[src/rtl/pbs_pkg.sv]
// shared types, constants and helpers for the piece block scoreboard
// no dependencies; imported by pbs_block_store and piece_block_scoreboard
package pbs_pkg;

    // geometry of the tracked piece (block size is a power of two)
    localparam int MAX_BLOCKS = 64;
    localparam int BLOCK_SIZE = 16384;
    localparam int BLK_SHIFT  = $clog2(BLOCK_SIZE);
    localparam int BLK_AW     = (MAX_BLOCKS > 1) ? $clog2(MAX_BLOCKS) : 1;
    localparam int CNT_W      = $clog2(MAX_BLOCKS + 1);

    // field widths
    localparam int PLEN_W  = 21;
    localparam int PNUM_W  = 32;
    localparam int OFF_W   = 20;
    localparam int LEN_W   = 15;
    localparam int TOTAL_W = 21;
    localparam int CFG_IDX_W = 2;

    localparam logic [PLEN_W-1:0] PLEN_RESET = PLEN_W'(262144);

    typedef enum logic [1:0] {
        OP_REQUEST = 2'd0,
        OP_SAVE    = 2'd1,
        OP_RESET   = 2'd2,
        OP_QUERY   = 2'd3
    } t_opcode;

    typedef enum logic [1:0] {
        ST_OK          = 2'd0,
        ST_NO_MISSING  = 2'd1,
        ST_NOT_FOUND   = 2'd2,
        ST_NOT_PENDING = 2'd3
    } t_status;

    typedef enum logic [1:0] {
        BLK_MISSING   = 2'd0,
        BLK_PENDING   = 2'd1,
        BLK_RETRIEVED = 2'd2
    } t_blk_state;

    typedef enum logic [CFG_IDX_W-1:0] {
        REG_PIECE_LENGTH = 2'd0,
        REG_PIECE_NUMBER = 2'd1
    } t_cfg_reg;

    // request from the sequencer to the block state store
    typedef struct packed {
        logic              clear;
        logic              rd_en;
        logic [BLK_AW-1:0] rd_addr;
        logic              wr_en;
        logic [BLK_AW-1:0] wr_addr;
        t_blk_state        wr_data;
    } t_store_req;

    // ceil(piece_length / BLOCK_SIZE), capped at MAX_BLOCKS
    function automatic logic [CNT_W-1:0] f_block_count(input logic [PLEN_W-1:0] plen);
        logic [PLEN_W:0] n;
        n = ((PLEN_W+1)'(plen) + (PLEN_W+1)'(BLOCK_SIZE - 1)) >> BLK_SHIFT;
        if (n > (PLEN_W+1)'(MAX_BLOCKS)) begin
            n = (PLEN_W+1)'(MAX_BLOCKS);
        end
        return CNT_W'(n);
    endfunction

endpackage

[src/rtl/piece_block_scoreboard.sv]
// piece block scoreboard: sequencer, counters and result register
// one item at a time; a request goes through S_SCAN and a save with a good offset through S_SAVE_CHK
// (scan reads one block entry per cycle); a save with a bad offset, reset and query go straight to S_DONE;
// leaving S_DONE makes the result valid and the input ready again, held there while the output stalls
// synchronous active-low reset: piece length 262144, piece number 0, all blocks missing
// depends on pbs_pkg and pbs_block_store
module piece_block_scoreboard (
    input  logic                         i_clk,
    input  logic                         i_rst_n,
    // input requests
    input  logic                         i_in_valid,
    output logic                         o_in_ready,
    input  logic [1:0]                   i_opcode,
    input  logic [pbs_pkg::OFF_W-1:0]    i_block_offset,
    input  logic [pbs_pkg::LEN_W-1:0]    i_data_length,
    // results
    output logic                         o_out_valid,
    input  logic                         i_out_ready,
    output logic [1:0]                   o_status,
    output logic [pbs_pkg::OFF_W-1:0]    o_granted_offset,
    output logic [pbs_pkg::LEN_W-1:0]    o_granted_length,
    output logic [pbs_pkg::PNUM_W-1:0]   o_piece_echo,
    output logic                         o_all_retrieved,
    output logic                         o_any_pending,
    output logic [pbs_pkg::TOTAL_W-1:0]  o_bytes_done,
    // configuration writes
    input  logic                         i_cfg_valid,
    output logic                         o_cfg_ready,
    input  logic [pbs_pkg::CFG_IDX_W-1:0] i_cfg_index,
    input  logic [pbs_pkg::PNUM_W-1:0]   i_cfg_data
);
    import pbs_pkg::*;

    typedef enum logic [3:0] {
        S_IDLE     = 4'b0001,
        S_SCAN     = 4'b0010,
        S_SAVE_CHK = 4'b0100,
        S_DONE     = 4'b1000
    } t_state;

    t_state                r_state, n_state;
    logic [PLEN_W-1:0]     r_piece_len;
    logic [PNUM_W-1:0]     r_piece_num;
    logic [CNT_W-1:0]      r_blk_cnt;
    logic [CNT_W-1:0]      r_pend_cnt;
    logic [CNT_W-1:0]      r_done_cnt;
    logic [TOTAL_W-1:0]    r_total;
    logic [CNT_W-1:0]      r_rd_idx;
    logic                  r_chk_vld;
    logic [BLK_AW-1:0]     r_chk_idx;
    logic [BLK_AW-1:0]     r_sv_idx;
    logic [LEN_W-1:0]      r_sv_len;
    t_status               r_res_status;
    logic [OFF_W-1:0]      r_res_off;
    logic [LEN_W-1:0]      r_res_len;
    logic [PNUM_W-1:0]     r_res_piece;
    logic                  r_out_valid;

    t_store_req            store_req;
    t_blk_state            rd_data;
    logic                  in_fire;
    logic                  cfg_fire;
    logic                  cfg_new_piece;
    logic                  op_clear;
    t_opcode               op;
    logic [OFF_W-1:0]      sv_idx_wide;
    logic                  sv_ok;
    logic                  scan_issue;
    logic                  found;
    logic                  out_free;
    logic [31:0]           g_start;
    logic [31:0]           g_rest;
    logic [31:0]           g_len;
    logic [TOTAL_W:0]      sum;

    assign o_in_ready = (r_state == S_IDLE);
    assign o_cfg_ready = 1'b1;
    assign in_fire  = i_in_valid && o_in_ready;
    assign cfg_fire = i_cfg_valid && o_cfg_ready;
    assign cfg_new_piece = cfg_fire && (i_cfg_index == REG_PIECE_LENGTH);
    assign op = t_opcode'(i_opcode);
    assign op_clear = in_fire && (op == OP_RESET);
    assign out_free = !r_out_valid || i_out_ready;

    // save offset decode: exact block boundary below the block count
    assign sv_idx_wide = i_block_offset >> BLK_SHIFT;
    assign sv_ok = (i_block_offset[BLK_SHIFT-1:0] == '0) &&
                   (sv_idx_wide < OFF_W'(r_blk_cnt));

    // scan pipeline: one read issued per cycle, checked once the store's registered read port returns it
    assign scan_issue = (r_rd_idx < r_blk_cnt);
    assign found = r_chk_vld && (rd_data == BLK_MISSING);

    // grant geometry of the block under check
    assign g_start = 32'(r_chk_idx) << BLK_SHIFT;
    assign g_rest  = 32'(r_piece_len) - g_start;
    assign g_len   = (g_rest < 32'(BLOCK_SIZE)) ? g_rest : 32'(BLOCK_SIZE);

    // saturating byte count
    assign sum = (TOTAL_W+1)'(r_total) + (TOTAL_W+1)'(r_sv_len);

    // store request mux
    always_comb begin
        store_req = '0;
        store_req.clear = cfg_new_piece || op_clear;
        if (r_state == S_SCAN) begin
            store_req.rd_en   = scan_issue && !found;
            store_req.rd_addr = r_rd_idx[BLK_AW-1:0];
            store_req.wr_en   = found;
            store_req.wr_addr = r_chk_idx;
            store_req.wr_data = BLK_PENDING;
        end else if (r_state == S_SAVE_CHK) begin
            store_req.wr_en   = (rd_data == BLK_PENDING);
            store_req.wr_addr = r_sv_idx;
            store_req.wr_data = BLK_RETRIEVED;
        end else if (in_fire && op == OP_SAVE) begin
            store_req.rd_en   = sv_ok;
            store_req.rd_addr = sv_idx_wide[BLK_AW-1:0];
        end
    end

    pbs_block_store u_store (
        .i_clk     (i_clk),
        .i_rst_n   (i_rst_n),
        .i_req     (store_req),
        .o_rd_data (rd_data)
    );

    // next state
    always_comb begin
        n_state = r_state;
        case (r_state)
            S_IDLE: begin
                if (in_fire) begin
                    case (op)
                        OP_REQUEST: n_state = S_SCAN;
                        OP_SAVE:    n_state = sv_ok ? S_SAVE_CHK : S_DONE;
                        default:    n_state = S_DONE;
                    endcase
                end
            end
            S_SCAN: begin
                if (found || (!scan_issue && !r_chk_vld)) begin
                    n_state = S_DONE;
                end
            end
            S_SAVE_CHK: n_state = S_DONE;
            S_DONE: begin
                if (out_free) begin
                    n_state = S_IDLE;
                end
            end
            default: n_state = S_IDLE;
        endcase
    end

    always_ff @(posedge i_clk) begin
        if (!i_rst_n) begin
            r_state <= S_IDLE;
        end else begin
            r_state <= n_state;
        end
    end

    // configuration registers
    always_ff @(posedge i_clk) begin
        if (!i_rst_n) begin
            r_piece_len <= PLEN_RESET;
            r_blk_cnt   <= f_block_count(PLEN_RESET);
            r_piece_num <= '0;
        end else if (cfg_fire) begin
            case (t_cfg_reg'(i_cfg_index))
                REG_PIECE_LENGTH: begin
                    r_piece_len <= i_cfg_data[PLEN_W-1:0];
                    r_blk_cnt   <= f_block_count(i_cfg_data[PLEN_W-1:0]);
                end
                REG_PIECE_NUMBER: r_piece_num <= i_cfg_data;
                default: ;
            endcase
        end
    end

    // block counters and byte total
    always_ff @(posedge i_clk) begin
        if (!i_rst_n || cfg_new_piece || op_clear) begin
            r_pend_cnt <= '0;
            r_done_cnt <= '0;
            r_total    <= '0;
        end else if (r_state == S_SCAN && found) begin
            r_pend_cnt <= r_pend_cnt + CNT_W'(1);
        end else if (r_state == S_SAVE_CHK && rd_data == BLK_PENDING) begin
            r_pend_cnt <= r_pend_cnt - CNT_W'(1);
            r_done_cnt <= r_done_cnt + CNT_W'(1);
            r_total    <= sum[TOTAL_W] ? '1 : sum[TOTAL_W-1:0];
        end
    end

    // scan and save working registers, pending result
    always_ff @(posedge i_clk) begin
        if (!i_rst_n) begin
            r_chk_vld <= 1'b0;
        end else if (r_state == S_SCAN) begin
            r_chk_vld <= scan_issue && !found;
        end else begin
            r_chk_vld <= 1'b0;
        end
    end

    always_ff @(posedge i_clk) begin
        if (in_fire) begin
            r_rd_idx     <= '0;
            r_sv_idx     <= sv_idx_wide[BLK_AW-1:0];
            r_sv_len     <= i_data_length;
            r_res_off    <= '0;
            r_res_len    <= '0;
            r_res_piece  <= '0;
            case (op)
                OP_REQUEST: r_res_status <= ST_NO_MISSING;
                OP_SAVE:    r_res_status <= sv_ok ? ST_OK : ST_NOT_FOUND;
                default:    r_res_status <= ST_OK;
            endcase
        end else if (r_state == S_SCAN) begin
            if (scan_issue && !found) begin
                r_rd_idx <= r_rd_idx + CNT_W'(1);
            end
            r_chk_idx <= r_rd_idx[BLK_AW-1:0];
            if (found) begin
                r_res_status <= ST_OK;
                r_res_off    <= g_start[OFF_W-1:0];
                r_res_len    <= g_len[LEN_W-1:0];
                r_res_piece  <= r_piece_num;
            end
        end else if (r_state == S_SAVE_CHK && rd_data != BLK_PENDING) begin
            r_res_status <= ST_NOT_PENDING;
        end
    end

    // output register
    always_ff @(posedge i_clk) begin
        if (!i_rst_n) begin
            r_out_valid <= 1'b0;
        end else if (r_state == S_DONE && out_free) begin
            r_out_valid <= 1'b1;
        end else if (i_out_ready) begin
            r_out_valid <= 1'b0;
        end
    end

    always_ff @(posedge i_clk) begin
        if (r_state == S_DONE && out_free) begin
            o_status         <= r_res_status;
            o_granted_offset <= r_res_off;
            o_granted_length <= r_res_len;
            o_piece_echo     <= r_res_piece;
            o_all_retrieved  <= (r_done_cnt == r_blk_cnt);
            o_any_pending    <= (r_pend_cnt != '0);
            o_bytes_done     <= r_total;
        end
    end

    assign o_out_valid = r_out_valid;

endmodule

[src/rtl/pbs_block_store.sv]
// block state store: one state entry per block with a registered read port
// valid bits make a cleared entry read as missing; depends on pbs_pkg
module pbs_block_store (
    input  logic                  i_clk,
    input  logic                  i_rst_n,
    input  pbs_pkg::t_store_req   i_req,
    output pbs_pkg::t_blk_state   o_rd_data
);
    import pbs_pkg::*;

    logic [1:0]            r_mem [MAX_BLOCKS];
    logic [MAX_BLOCKS-1:0] r_vld;
    logic [1:0]            r_q_mem;
    logic                  r_q_vld;

    // valid bits, cleared at once
    always_ff @(posedge i_clk) begin
        if (!i_rst_n || i_req.clear) begin
            r_vld <= '0;
        end else if (i_req.wr_en) begin
            r_vld[i_req.wr_addr] <= 1'b1;
        end
    end

    // state array write
    always_ff @(posedge i_clk) begin
        if (i_req.wr_en) begin
            r_mem[i_req.wr_addr] <= i_req.wr_data;
        end
    end

    // registered read
    always_ff @(posedge i_clk) begin
        if (i_req.rd_en) begin
            r_q_mem <= r_mem[i_req.rd_addr];
            r_q_vld <= r_vld[i_req.rd_addr];
        end
    end

    assign o_rd_data = r_q_vld ? t_blk_state'(r_q_mem) : BLK_MISSING;

endmodule
[config.mk]
export PLATFORM = sky130hd
export DESIGN_NAME = piece_block_scoreboard
export DESIGN_NICKNAME = d
export VERILOG_FILES = /design/src/rtl/pbs_pkg.sv /design/src/rtl/piece_block_scoreboard.sv /design/src/rtl/pbs_block_store.sv
export SDC_FILE = /design/constraint.sdc
export NUM_CORES = 1
export LEC_CHECK = 0
export BUFFER_PORTS_ARGS = -buffer_cell sky130_fd_sc_hd__buf_2
export CORE_ASPECT_RATIO = 0.7
export CORE_MARGIN = 2
export CORE_UTILIZATION = 56
export CTS_BUF_LIST = sky130_fd_sc_hd__clkbuf_4
export DETAILED_ROUTE_END_ITERATION = 10
export PLACE_DENSITY = 0.79
export SYNTH_ARGS = -nofsm -noshare
export SYNTH_HDL_FRONTEND = slang
export SYNTH_SLANG_ARGS = --single-unit
[constraint.sdc]
create_clock -name i_clk -period 8 [get_ports i_clk]
set_clock_uncertainty 0.05 [all_clocks]
set_input_delay 0.4 -clock i_clk [delete_from_list [all_inputs] [get_ports i_clk]]
set_output_delay 0.4 -clock i_clk [all_outputs]
set_load 0.005 [all_outputs]
==> Implementation_results.wiki, run 1 <==
{| class="wikitable"
! Metric !! Value
|-
| Average vias per placed instance || 5.80
|-
| Most repeated cell in the gate-level netlist after synthesis || sky130_fd_sc_hd__nand2_1
|-
| Max_slew headroom || 16.4%
|-
| Detailed-route via count || 14400
|-
| Number of buffers added by the clock tree synthesis step || 105
|-
| Average wire per standard cell || 18.7 microns
|-
| CTS-repair resized insts || 0
|-
| Period Utilization, post-route || 54.8%
|-
| Global-route wire length before repair || 72300 microns
|-
| Number of instances in the synthesized netlist || 1701
|-
| Clock share of power || 41.1%
|-
| Number of H-tree levels || 3
|-
| Ratio of total power to cell area || 208 nW/um^2
|-
| DP Wirelength || 30600 microns
|-
| Clock-pin slew of the registers on the worst-case setup and hold paths || 70 ps
|-
| Antenna violations before repair || 1
|-
| Nature of the critical path startpoint || register
|-
| Maximum resistive drop on vdd || 197 uV
|-
| Final min period || 4390 ps
|-
| Number of design rule violations left after detail routing || 0
|-
| Kind of critical path || register to register
|-
| Hold Path Class || primary input to register
|-
| Data arrival time of the worst path || 4920 ps
|-
| DP Worst Slack || 3700 ps
|-
| Share of cells above drive strength 1 || 18.2%
|-
| Combinational Power Share || 4.3%
|-
| Biggest area consumer among synthesized cells || sky130_fd_sc_hd__edfxtp_1
|-
| Synth Warn # || 0
|-
| Maximum number of pins on one net before global-route repair || 82
|-
| Leak || 8.76 nW
|-
| Critical path capture point type || register
|-
| Fraction of power spent switching nets || 23.2%
|-
| Area share of the leading cell type in the synthesized netlist || 37.5%
|-
| Internal Power || 3.54 mW
|-
| Clock Tree Buf Depth || 3
|-
| Setup repair after global routing missed its margin || no
|-
| Final number of hold-violating endpoints || 0
|-
| Final Power || 4.60 mW
|-
| Highest Clock Rate || 228 MHz
|-
| Detailed Routing Iterations Pass 1 || 8
|-
| Die width || 224 microns
|-
| Count of boundary I/O pins || 171
|-
| Syn Std Cell Area || 19000 sq um
|-
| Max Fanout on Critical Path || 80
|-
| Total setup buffers inserted after CTS || 0
|-
| Max-slew violation total from the final report || 0
|-
| Port bufs || 155
|-
| Iter 0 DRT Violations || 1491
|-
| Effective utilization at floorplan || 56.9%
|-
| GP Congestion || 0.914
|-
| Via count of the first global-routing pass || 13600
|-
| Total routed wirelength || 46400 microns
|-
| NetSw || 1.07 mW
|-
| Remaining Overflow, GRT || 0
|-
| Overall fraction of global-route tracks in use || 26.2%
|-
| Std cell rows || 56
|-
| Final count of negative-setup-slack endpoints || 0
|-
| Most frequent cells after synthesis || 311 x sky130_fd_sc_hd__nand2_1, 238 x sky130_fd_sc_hd__edfxtp_1, 225 x sky130_fd_sc_hd__dfxtp_1, 110 x sky130_fd_sc_hd__nor2_1, 80 x sky130_fd_sc_hd__a21oi_1
|-
| Root Buffer || sky130_fd_sc_hd__clkbuf_4
|-
| TritonCTS clock tree || yes
|-
| Data required, critical path || 8540 ps
|-
| Sink count of the clock tree || 463
|-
| Max-cap violation count || 0
|-
| Relative area change from synthesis to final layout || 16.1%
|-
| Result of the run || complete, no violations
|-
| Part of the total power dissipated in sequential elements || 54.6%
|-
| Number of filler cells placed in the layout || 2516
|-
| Minimum setup slack in the final design || 3610 ps
|-
| Share of flip-flops with an asynchronous set or reset after synthesis || 0%
|-
| TNS Setup || 0 ps
|-
| Pin slew with the least headroom to its limit || 1250 ps
|-
| Synthesized area divided by synthesized cell count || 11.2 sq um
|-
| Insertion delay of the later-clocked pin in the worst-skew pair || 840 ps
|-
| Post-synth EDFFs || 238
|-
| Core outline area || 33500 sq um
|-
| Cell types with the largest area share after synthesis || sky130_fd_sc_hd__edfxtp_1 38%, sky130_fd_sc_hd__dfxtp_1 24%, sky130_fd_sc_hd__nand2_1 6.1%, sky130_fd_sc_hd__mux2i_1 3.3%, sky130_fd_sc_hd__o21a_1 2.8%
|-
| Number of routed nets with antenna violations || 0
|-
| Most instantiated flip-flop cell in the synthesis netlist || sky130_fd_sc_hd__edfxtp_1
|-
| Number of nets in the layout || 2075
|-
| Utilization after layout || 66.0%
|-
| Register area share after synthesis || 61.2%
|-
| Overall die area || 35500 sq um
|-
| Flops & latches, synth || 463
|-
| Height of the chip || 158 microns
|-
| Distinct cell type count after synthesis || 72
|}
## placed cells by master, fill, tap and decap left out, drive strengths merged, types with 26 or more instances in the layout
cell type and count:
nand2 312, edfxtp 238, dfxtp 225, buf 171
clkbuf 170, nor2 110, a21oi 80, o21a 71
o21ai 65, mux2i 63, dlygate4sd3 57, a21boi 54
ha 39, inv 31, nand3 30, clkinv 26
## power by group through the flow
stage | logic, mW | clock network (mW) | registers (mW)
after floorplan | 0.111 | 0 | 2.56
after global placement | 0.168 | 0 | 2.57
after detailed placement | 0.173 | 0 | 2.57
after CTS | 0.195 | 1.92 | 2.51
after global routing | 0.217 | 2.03 | 2.52
final | 0.199 | 1.89 | 2.52
## through the flow
stage	std cells	instance area, sq um	hold WS, ps
floorplan	1714	19100	350
global placement	2228	20100	359
detailed placement	2228	20100	355
CTS	2482	22100	25.8
global route	2483	22100	85.8
finish	2483	22100	99.4
## flip-flops by register name, summed over array words and instances, names as in the netlist, 15 cells and up
name and flops:
u_store.r_mem 128, u_store.r_vld 64, o_piece_echo 32, r_piece_num 32
r_res_piece 32, o_bytes_done 21, r_piece_len 21, r_total 21
o_granted_length 15, r_res_len 15, r_sv_len 15
## cell families (layout without fill, tap and decap cells)
| kind of cell | count (synthesis) | count (layout) | share of synthesized area [%] |
|---|---|---|---|
| other | 2 | 16 | 0.0394 |
| multiplexers | 71 | 71 | 3.96 |
| buffers and inverters | 125 | 458 | 3.03 |
| XOR/XNOR | 38 | 38 | 1.75 |
| AO/OA/AOI/OAI | 415 | 415 | 14.7 |
| adder cells (fa/ha/maj) | 42 | 42 | 2.88 |
| AND/OR/NAND/NOR | 545 | 545 | 12.4 |
| flip-flops | 463 | 463 | 61.2 |
## routing by layer
layer  global-route usage, %  vias to the layer above  routed length (microns)
met2                    38.6                      665                    19900
met5                       0                        -                        0
met4                    9.46                        0                     1140
li1                        -                     6710                        -
met3                    7.05                      104                     4420
met1                    37.6                     6911                    20900
## cell type report
class / count / area, sq um / area share (%)
Multi-Input combinational cell: 1126 / 6920 / 31.3
Timing Repair Buffer: 228 / 1470 / 6.63
Clock buffer: 170 / 1280 / 5.77
Inverter: 33 / 129 / 0.583
Antenna cell: 1 / 2.50 / 0.0113
Clock inverter: 27 / 115 / 0.521
Sequential cell: 463 / 11700 / 52.7
Tap cell: 435 / 544 / 2.46
## worst max-delay path, stage by stage (launching register included)
cell                      delay [ps]
sky130_fd_sc_hd__dfxtp_1         510
sky130_fd_sc_hd__or4b_4          300
sky130_fd_sc_hd__inv_2            50
sky130_fd_sc_hd__buf_4           370
sky130_fd_sc_hd__a32oi_4         260
sky130_fd_sc_hd__buf_4           530
sky130_fd_sc_hd__buf_4           630
sky130_fd_sc_hd__mux4_2          400
sky130_fd_sc_hd__nor2b_1         140
sky130_fd_sc_hd__o21ai_0         350
sky130_fd_sc_hd__nand3_1         110
sky130_fd_sc_hd__or4_1           410
## timing repair
item	in CTS	in global routing
hold buffers	57	0
setup endpoints to repair	0	0
endpoints found under the hold margin	84	0
## worst paths after layout
check | startpoint | endpoint | slack, ps | cells after the start
setup reg to reg | r_state[2]$_SDFFE_PN0P_ | u_store.r_q_mem[1]$_DFFE_PP_ | 3610 | 11
setup / recovery | r_state[2]$_SDFFE_PN0P_ | u_store.r_q_mem[1]$_DFFE_PP_ | 3610 | 11
hold reg to reg | r_res_len[14]$_SDFFE_PN0P_ | o_granted_length[14]$_DFFE_PP_ | 370 | 0
hold / removal | i_cfg_index[1] | r_blk_cnt[6]$_SDFFE_PN0P_ | 100 | 4
Power figures use the tool's default switching activity.
==> run 2: changes to the inputs <==
- clock period: 8 -> 3.7 ns (I/O delays scaled with it)
==> run 2 against run 1 <==
- wire length rose by 5.6%
- global-route usage rose by 1.5 points
- critical path type unchanged
- utilization rose by 1.8 points
- cell count rose by 2.3%
- design area rose by 2.7%
- via count rose by 3.3%
- sequential power rose by 120%
- critical path depth rose by 1
==> Implementation_results.wiki, run 2 (same netlist as run 1, synthesis figures left out) <==
{| class="wikitable"
! Metric !! Value
|-
| Result of the run || complete, no violations
|-
| Internal Power || 7.68 mW (+120%)
|-
| Clock-pin slew of the registers on the worst-case setup and hold paths || 80 ps (about the same)
|-
| Clock Tree Buf Depth || 3 (unchanged)
|-
| Total routed wirelength || 49000 microns (+5.6%)
|-
| Critical path's largest stage delay || 620 ps (about the same)
|-
| Kind of critical path || register to register
|-
| Family with the most delay on the worst path || simple AND/OR/NAND/NOR gates
|-
| Port bufs || 155 (unchanged)
|-
| Die width || 224 microns (unchanged)
|-
| Hold Path Class || primary input to register
|-
| Count of boundary I/O pins || 171 (unchanged)
|-
| Maximum resistive drop on vdd || 329 uV (+66%)
|-
| Final standard cell area without fillers || 22700 sq um (+2.7%)
|-
| Iter 0 DRT Violations || 1481 (-0.67%)
|-
| Non-filler cells, final || 2540 (+2.3%)
|-
| Post-place instance area || 20300 sq um (+0.88%)
|-
| Sink count of the clock tree || 463 (unchanged)
|-
| Period Utilization, post-route || 94.2% (+39 points)
|-
| Insertion delay of the later-clocked pin in the worst-skew pair || 850 ps (about the same)
|-
| NetSw || 2.36 mW (+120%)
|-
| Chain of cells forming the critical path || or4b_4 > inv_2 > and3_2 > clkinv_1 > fa_1 > a21o_1 > a21oi_1 > o21bai_1 > a21oi_1 > mux2i_1 > xnor2_1 > nor2_1
|-
| Max-cap violation count || 0 (unchanged)
|-
| Via count of the first global-routing pass || 14600 (+7.5%)
|-
| Data required, critical path || 4320 ps (-4220 ps)
|-
| Std cell rows || 56 (unchanged)
|-
| Detailed Routing Iterations Pass 1 || 5 (-3)
|-
| Share of cells above drive strength 1 || 18.5% (+0.31 points)
|-
| Number of routed nets with antenna violations || 0 (unchanged)
|-
| Effective utilization at floorplan || 56.9% (unchanged)
|-
| Final number of hold-violating endpoints || 0 (unchanged)
|-
| Clock share of power || 41.1% (about the same)
|-
| DP Worst Slack || 243 ps (-3460 ps)
|-
| Leak || 9.08 nW (+3.6%)
|-
| Max_slew headroom || 12.7% (-3.7 points)
|-
| Most frequent standard cell in the layout excluding fill and tap cells || sky130_fd_sc_hd__nand2_1
|-
| Fraction of power spent switching nets || 23.5% (+0.32 points)
|-
| Number of buffers added by the clock tree synthesis step || 105 (unchanged)
|-
| TNS Setup || 0 ps (unchanged)
|-
| Overall die area || 35500 sq um (unchanged)
|-
| Part of the total power dissipated in sequential elements || 54.2% (-0.4 points)
|-
| Relative area change from synthesis to final layout || 19.2%
|-
| Ratio of total power to cell area || 442 nW/um^2 (+110%)
|-
| Average vias per placed instance || 5.85 (+0.94%)
|-
| Crit path buf inv count || 2 (-2)
|-
| DP Wirelength || 31000 microns (+1.5%)
|-
| # placed instances || 2245 (+0.76%)
|-
| Critical path capture point type || register
|-
| Final Power || 10.0 mW (+120%)
|-
| Number of H-tree levels || 3 (unchanged)
|-
| Antenna violations before repair || 1 (unchanged)
|-
| Max Fanout on Critical Path || 13 (-84%)
|-
| Average wire per standard cell || 19.3 microns (+3.3%)
|-
| Number of nets in the layout || 2133 (+2.8%)
|-
| Register with the most flip-flops || u_store.r_mem
|-
| Critical Path Most Common Cell || sky130_fd_sc_hd__a21oi_1
|-
| Biggest regs || u_store.r_mem: 128 flops, u_store.r_vld: 64 flops
|-
| Pin slew with the least headroom to its limit || 1310 ps (+55.9 ps)
|-
| Root Buffer || sky130_fd_sc_hd__clkbuf_4
|-
| Maximum number of pins on one net before global-route repair || 82 (unchanged)
|-
| Combinational Power Share || 4.7% (+0.4 points)
|-
| Remaining Overflow, GRT || 0 (unchanged)
|-
| Seq. cell area || 11700 sq um (unchanged)
|-
| Utilization after layout || 67.8% (+1.8 points)
|-
| Data arrival time of the worst path || 4100 ps (-820 ps)
|-
| Core outline area || 33500 sq um (unchanged)
|-
| Number of design rule violations left after detail routing || 0 (unchanged)
|-
| Final Hold Slack || 62.0 ps (-37.3 ps)
|-
| GP Congestion || 0.947 (+3.6%)
|-
| Overall fraction of global-route tracks in use || 27.7% (+1.5 points)
|-
| Slowest CP cell || sky130_fd_sc_hd__or4b_4
|-
| Max FFs per register || 128 (unchanged)
|-
| Max-slew violation total from the final report || 0 (unchanged)
|-
| Final count of negative-setup-slack endpoints || 0 (unchanged)
|-
| Final min period || 3480 ps (-901 ps)
|-
| TritonCTS clock tree || yes
|-
| Commonest non-fill, non-tap cells in the layout || 311 x sky130_fd_sc_hd__nand2_1, 238 x sky130_fd_sc_hd__edfxtp_1, 225 x sky130_fd_sc_hd__dfxtp_1
|-
| Footprint of the multi-input gates || 6920 sq um (about the same)
|-
| Detailed-route via count || 14900 (+3.3%)
|-
| Highest Clock Rate || 287 MHz (+26%)
|-
| Number of filler cells placed in the layout || 2374 (-5.6%)
|-
| Nature of the critical path startpoint || register
|-
| Global-route wire length before repair || 76500 microns (+5.9%)
|-
| Minimum setup slack in the final design || 215 ps (-3400 ps)
|-
| Height of the chip || 158 microns (unchanged)
|}
[run 2: final timing paths]
check,startpoint,end,slack [ps],depth (start not counted)
max,r_state[0]$_SDFFE_PN1P_,r_pend_cnt[6]$_SDFFE_PP0P_,220,12
min,i_data_length[1],r_sv_len[1]$_DFFE_PN_,60,2
max reg2reg,r_state[0]$_SDFFE_PN1P_,r_pend_cnt[6]$_SDFFE_PP0P_,220,12
min reg2reg,r_res_len[9]$_SDFFE_PN0P_,o_granted_length[9]$_DFFE_PP_,360,0
[run 2: what timing repair did]
| action | in CTS | in global routing |
|---|---|---|
| resized for setup | 0 | 1 |
| hold endpoints to repair | 91 | 0 |
| setup endpoints to repair | 0 | 2 |
| hold buffers | 95 | 0 |
| buffers inserted | 0 | 3 |
[run 2: layer usage]
metal  GRT usage (%)  up-vias  wire, microns
met2            42.9      769          21800
li1                -     6808              -
met5               0        -              0
met4            10.1        0           1250
met3            7.49      122           4960
met1            37.8     7160          21000
[run 2: area by class of cell]
| type | count | area share (%) |
|---|---|---|
| antenna | 1 | 0.0110 |
| clock buffer | 162 | 5.36 |
| clock inverter | 34 | 0.799 |
| inverter | 33 | 0.568 |
| multi-input combinational | 1126 | 30.5 |
| sequential | 463 | 51.3 |
| tap | 435 | 2.40 |
| timing repair buffer | 286 | 9.02 |
[run 2: power groups by stage]
stage               combinational, mW  clock (mW)  sequential (mW)
floorplan                       0.241           0             5.54
global placement                0.376           0             5.55
detailed placement              0.387           0             5.55
CTS                             0.456        4.16             5.44
global route                    0.510        4.44             5.44
finish                          0.473        4.12             5.44
